<file path="config.mk">
export PLATFORM = sky130hd
export DESIGN_NAME = bmp_mulmod
export DESIGN_NICKNAME = d
export VERILOG_FILES = /design/src/rtl/bmp_pkg.sv /design/src/rtl/bmp_mulmod.sv
export SDC_FILE = /design/constraint.sdc
export NUM_CORES = 2
export LEC_CHECK = 0
export BUFFER_PORTS_ARGS = -buffer_cell sky130_fd_sc_hd__buf_4
export CAP_MARGIN = 20
export CORE_ASPECT_RATIO = 1.2
export CORE_UTILIZATION = 60
export DETAILED_ROUTE_END_ITERATION = 8
export MAX_ROUTING_LAYER = met4
export PLACE_DENSITY = 0.88
export SETUP_SLACK_MARGIN = 0.2
export SLEW_MARGIN = 20
export SYNTH_ARGS = -nofsm -noshare
export SYNTH_HDL_FRONTEND = slang
export SYNTH_SLANG_ARGS = --single-unit
</file>
<file path="constraint.sdc">
create_clock -name i_clk -period 9.3 [get_ports i_clk]
set_input_delay 1.395 -clock i_clk [delete_from_list [all_inputs] [get_ports i_clk]]
set_output_delay 1.395 -clock i_clk [all_outputs]
set_load 0.01 [all_outputs]
</file>
<file path="src/rtl/bmp_pkg.sv">
// package for the binomial mod prime core: types and constants
package bmp_pkg;

    localparam int MAX_N    = 4095;
    localparam int IDX_W    = 12;
    localparam int VAL_W    = 30;
    localparam logic [29:0] PRIME = 30'd1000000007;
    localparam logic [29:0] EXP_TOP = 30'd1000000005;
    localparam int EXP_W    = 30;

    // barrett constant floor(2^60 / p)
    localparam logic [30:0] BARRETT_MU = 31'(64'h1000_0000_0000_0000 / 64'(PRIME));

    typedef struct packed {
        logic [IDX_W-1:0] n_value;
        logic [IDX_W-1:0] k_value;
    } t_in;

    typedef struct packed {
        logic [VAL_W-1:0] binom_value;
        logic             range_error;
    } t_out;

endpackage

</file>
<file path="src/rtl/bmp_mulmod.sv">
// pipelined modular multiplier with barrett reduction, five register stages
module bmp_mulmod (
    input  logic        i_clk,
    input  logic        i_en,
    input  logic [29:0] i_a,
    input  logic [29:0] i_b,
    output logic [29:0] o_p
);
    import bmp_pkg::*;

    localparam logic [31:0] P_X1 = {2'b00, PRIME};
    localparam logic [31:0] P_X2 = {1'b0, PRIME, 1'b0};

    logic [59:0] r_prod;
    logic [61:0] r_qm;
    logic [31:0] r_x2;
    logic [31:0] r_qp;
    logic [31:0] r_x3;
    logic [31:0] r_rem;
    logic [29:0] w_red;

    // remainder is below 3p, trim with two parallel compares
    always_comb begin
        if (r_rem >= P_X2) begin
            w_red = 30'(r_rem - P_X2);
        end else if (r_rem >= P_X1) begin
            w_red = 30'(r_rem - P_X1);
        end else begin
            w_red = r_rem[29:0];
        end
    end

    always_ff @(posedge i_clk) begin
        if (i_en) begin
            r_prod <= 60'(i_a) * 60'(i_b);
            r_qm   <= 62'(r_prod[59:29]) * 62'(BARRETT_MU);
            r_x2   <= r_prod[31:0];
            // only the low 32 bits of q*p are needed
            r_qp   <= 32'(r_qm[61:31]) * 32'(PRIME);
            r_x3   <= r_x2;
            r_rem  <= r_x3 - r_qp;
            o_p    <= w_red;
        end
    end

endmodule

</file>
* Word level (Yosys, flattened, before mapping)
Cells that the tools add are included.
** Storage, ports and cells
- Register bits after elaboration :: 277
- Input port bits :: 62
- Logic and storage cells :: 17
** Cells by class
- Add/sub/neg operators :: 3
- $mul :: 3
- $lt $le $gt $ge :: 2
- Multiplexer cells :: 2
** Operator list (number)
- 30-bit by 30-bit multiplier with 60-bit output :: 1
- 30-bit two-way mux :: 2
- 30-bit subtractor (second input constant) :: 2
- 31-bit by 28-bit multiplier with 59-bit output (second input constant) :: 1
- 32-bit by 30-bit greater-or-equal comparator with 1-bit output (second input constant) :: 1
- 32-bit by 31-bit greater-or-equal comparator with 1-bit output (second input constant) :: 1
- 31-bit by 30-bit multiplier with 32-bit output (second input constant) :: 1
- 32-bit subtractor :: 1

* Depth between registers and ports, before layout
- Depth after elaboration :: 3
- Depth in mapped cells :: 30
- Mapped depth without buffers :: 29

* Worst setup path before layout
No wires, ideal clock.
- Kind :: input port to flip-flop
- From :: input port i_b[15]
- To :: register r_prod[53] (data pin)
- Setup time :: 0.258 ns
- Arrival :: 8.058 ns
- Slack :: 0.985 ns
- Stages on the path :: 28
- Buffers on the path :: 1
- Cells stage by stage :: clkbuf_1 > and2_1 > fa_1 > inv_1 > fa_1 > inv_1 > fa_1 > inv_1 > fa_1 > inv_1 > fa_1 > fa_1 > fa_1 > inv_1 > fa_1 > inv_1 > ha_1 > a21oi_1 > o22ai_1 > o21ai_0 > nand2b_1 > a21oi_1 > o22ai_1 > o41ai_1 > a21oi_1 > o221a_2 > a31oi_1 > xnor2_1
** Between the ends
- Longest elaborated chain between the ends :: 1
** RTL lines
- start, declared :: line bmp_mulmod.sv:6 : input logic [29:0] i_b,
- 30-bit by 30-bit multiplier with 60-bit output :: line bmp_mulmod.sv:35 : r_prod <= 60'(i_a) * 60'(i_b);
- end signal, assigned :: line bmp_mulmod.sv:35
- end, declared :: line bmp_mulmod.sv:14 : logic [59:0] r_prod;
No other way between the ends.
A chain may end at the register's enable or synchronous reset.

* Worst setup path in the final report
- From :: input port i_a[27]
- To :: register r_prod[57] (data pin)
** Between the ends
- Longest elaborated chain between the ends :: 1
** RTL lines
- start, declared :: line bmp_mulmod.sv:5 : input logic [29:0] i_a,
- 30-bit by 30-bit multiplier with 60-bit output :: line bmp_mulmod.sv:35
No other way between the ends.

==> run metrics <==
slowest cell delay on critical path 0.54 ns; layout cells sized above 1 3.49%; Crit-path slowest cell fa_1; vias in the first global route 46560; die width 290 um; critical-path maximum fanout 21; CP Capture Type register; Worst setup SP type primary input; num ports 92; DR pass1 iterations 8; total gr overflow 0; crit path DAT 9.02 ns; Port Buffers 91; synthesized area per cell 10.1 um2; Worst Setup SP i_a[27]; Routed met3 length 11500 um; CTS tree done; CTS resizes 0; RSZ-0062 raised after global routing no; status finished, final reports clean; CTS buffer count 25; Ys Warns 0; remaining antenna violation count after routing 0; final number of hold-violating endpoints 0; Rows 126; sequential cell area fraction in the yosys report 12.5%; Max Slew Vio Count 0; H-tree depth 1; met2 wire length 73500 um; CP bufs+invs 8; first-pass GRT wire length 245000 um; R2R Path End r_qm[61]$_DFFE_PP_; most frequent cell on the critical path fa_1; DR vias/cell 5.73; clock sinks 249; Die Area 101000 um2; Met1 Wirelength 53700 um; drt wl/cell 21.1 um; clk_lat worst skew 0.56 ns; CP required 9.61 ns; syn_nets 8004; r2r worst-path depth 21; share of flip-flops with an asynchronous set or reset 0%; slew margin rel. 34.7%; Placed Cells 7138; synthesized area 59700 um2; worst setup path class in2reg; Hold Path Depth 0; Die Height 348 um; largest net degree at the start of global routing 97; clock buffer depth 3; r2r setup slk 1.05 ns; synthesized flop and latch total 249; commonest non-fill, non-tap cell in the layout inv_1; R2R Path Start r_prod[50]$_DFFE_PP_; Tmin final 8.71 ns; final period utilization 93.7%; Most used DFF post-synth edfxtp_1; clk slew on worst S/H paths 0.06 ns; Starting Density 60.6%; max cap viols 0; Final setup viols 0; CTS Hold Bufs 0; Core Area 98500 um2; initial antenna violation count 8; DP Wirelength 126000 um; Final Non-Filler Cells 7192; GR Util All Layers 32.3%; worst-margin pin slew 0.980 ns; top routing layer in use met4; Max Clock Freq 0.115 GHz; post-synthesis cell type count 76; post-CTS setup repair buffer count 0; Layout Skew 0.00978 ns; worst min-delay path category reg2reg; wirelength, routed 152000 um; Levels on crit path 27; Syn-to-layout area delta 4.71%; Fin Setup TNS 0 ns; 1st-iter DRT viols 2802; cell count after synthesis 5922; cell family with most CP delay adder cells; commonest non-fill, non-tap cells in the layout 1526 x inv_1, 1224 x fa_1, 796 x ha_1, 550 x and2_1, 442 x nand2_1; Post-synth EDFFs 249; nets 7967; clock tree root driver cell clkbuf_16; GPL Wtd Cong 1.07; vias 41208; crit path capture r_prod[57]$_DFFE_PP_; post-route DRC violation count 0
## layout make-up
type,count,area [um2]
Multi-Input combinational cell,3946,45800
Fill cell,7458,36000
Sequential cell,249,7480
Inverter,1526,5730
Tap cell,1280,1600
Timing Repair Buffer,137,1070
Clock buffer,26,629
Clock inverter,17,244
Antenna cell,11,27.5
## synthesized netlist by cell type, types with 5 or more instances
cell type / instances / area [um2]
inv_1: 1526 / 5730
fa_1: 1224 / 24500
ha_1: 796 / 9960
and2_1: 550 / 3440
nand2_1: 442 / 1660
edfxtp_1: 249 / 7480
clkbuf_1: 198 / 743
xnor2_1: 144 / 1260
a21oi_1: 142 / 711
nor2_1: 109 / 409
o21ai_0: 78 / 390
a21o_1: 66 / 495
xor2_1: 47 / 412
nand3_1: 32 / 160
o21bai_1: 26 / 195
nand2b_1: 23 / 144
nand4_1: 20 / 125
and3_1: 19 / 119
nor3_1: 19 / 95.1
o21a_1: 19 / 143
a211oi_1: 18 / 135
nor2b_1: 16 / 100
a31oi_1: 12 / 75.1
o211ai_1: 12 / 90.1
o21ai_1: 11 / 55.1
nor4_1: 7 / 43.8
or2_2: 6 / 37.5
or3_1: 6 / 37.5
a21boi_0: 5 / 37.5
o22ai_1: 5 / 31.3
o31ai_1: 5 / 37.5
o41ai_1: 5 / 43.8
or4_1: 5 / 37.5
## per-stage QoR
step	cell area [um2]	hold slack (ns)	worst slack, ns	utilization [%]
2_1_floorplan	59700	0.400	0.985	-
4_1_cts	62500	0.410	0.707	63.4
3_3_place_gp	61600	0.401	0.183	62.6
5_1_grt	62500	0.419	0.415	63.5
3_5_place_dp	61600	0.405	0.144	62.6
6_report	62500	0.414	0.588	63.5
## sequential cells by signal (all words and copies together) (netlist names)
register	cells
o_p	30
r_prod	60
r_qm	31
r_qp	32
r_rem	32
r_x2	32
r_x3	32
## cell families (layout without fill, tap and decap cells)
kind of cell	count (synthesis)	count (layout)	synth area share, %
multiplexers	2	2	0.0335
AO/OA/AOI/OAI	465	465	5.11
other	0	11	0
XOR/XNOR	191	191	2.80
AND/OR/NAND/NOR	1268	1268	11.0
buffers and inverters	1727	1706	10.9
flip-flops	249	249	12.5
adder cells (fa/ha/maj)	2020	2020	57.7
## worst min path at each step
stage                               startpoint                 end  slack [ns]
after floorplan            r_prod[0]$_DFFE_PP_   r_x2[0]$_DFFE_PP_        0.40
after global placement      r_x2[10]$_DFFE_PP_  r_x3[10]$_DFFE_PP_        0.40
after detailed placement  r_prod[24]$_DFFE_PP_  r_x2[24]$_DFFE_PP_        0.40
after CTS                   r_x2[31]$_DFFE_PP_  r_x3[31]$_DFFE_PP_        0.41
after global routing      r_prod[26]$_DFFE_PP_  r_x2[26]$_DFFE_PP_        0.42
final                       r_x2[31]$_DFFE_PP_  r_x3[31]$_DFFE_PP_        0.41
## worst register-to-register path: cells and delay by family, from the launching register on
family,cells,cell delay (ns)
XOR/XNOR,1,0.13
flip-flops,1,0.90
adder cells (fa/ha/maj),8,3.88
AND/OR/NAND/NOR,4,1.41
buffers and inverters,2,0.11
AO/OA/AOI/OAI,6,1.59
## metal layers
layer,vias up,track usage (%)
li1,17903,-
met1,20720,35.7
met2,1828,53.5
met3,757,5.67
met4,0,22.4
met5,-,-
Power is not shown: default switching activity piles up to over one toggle a cycle in this logic, so the estimate is an artifact.
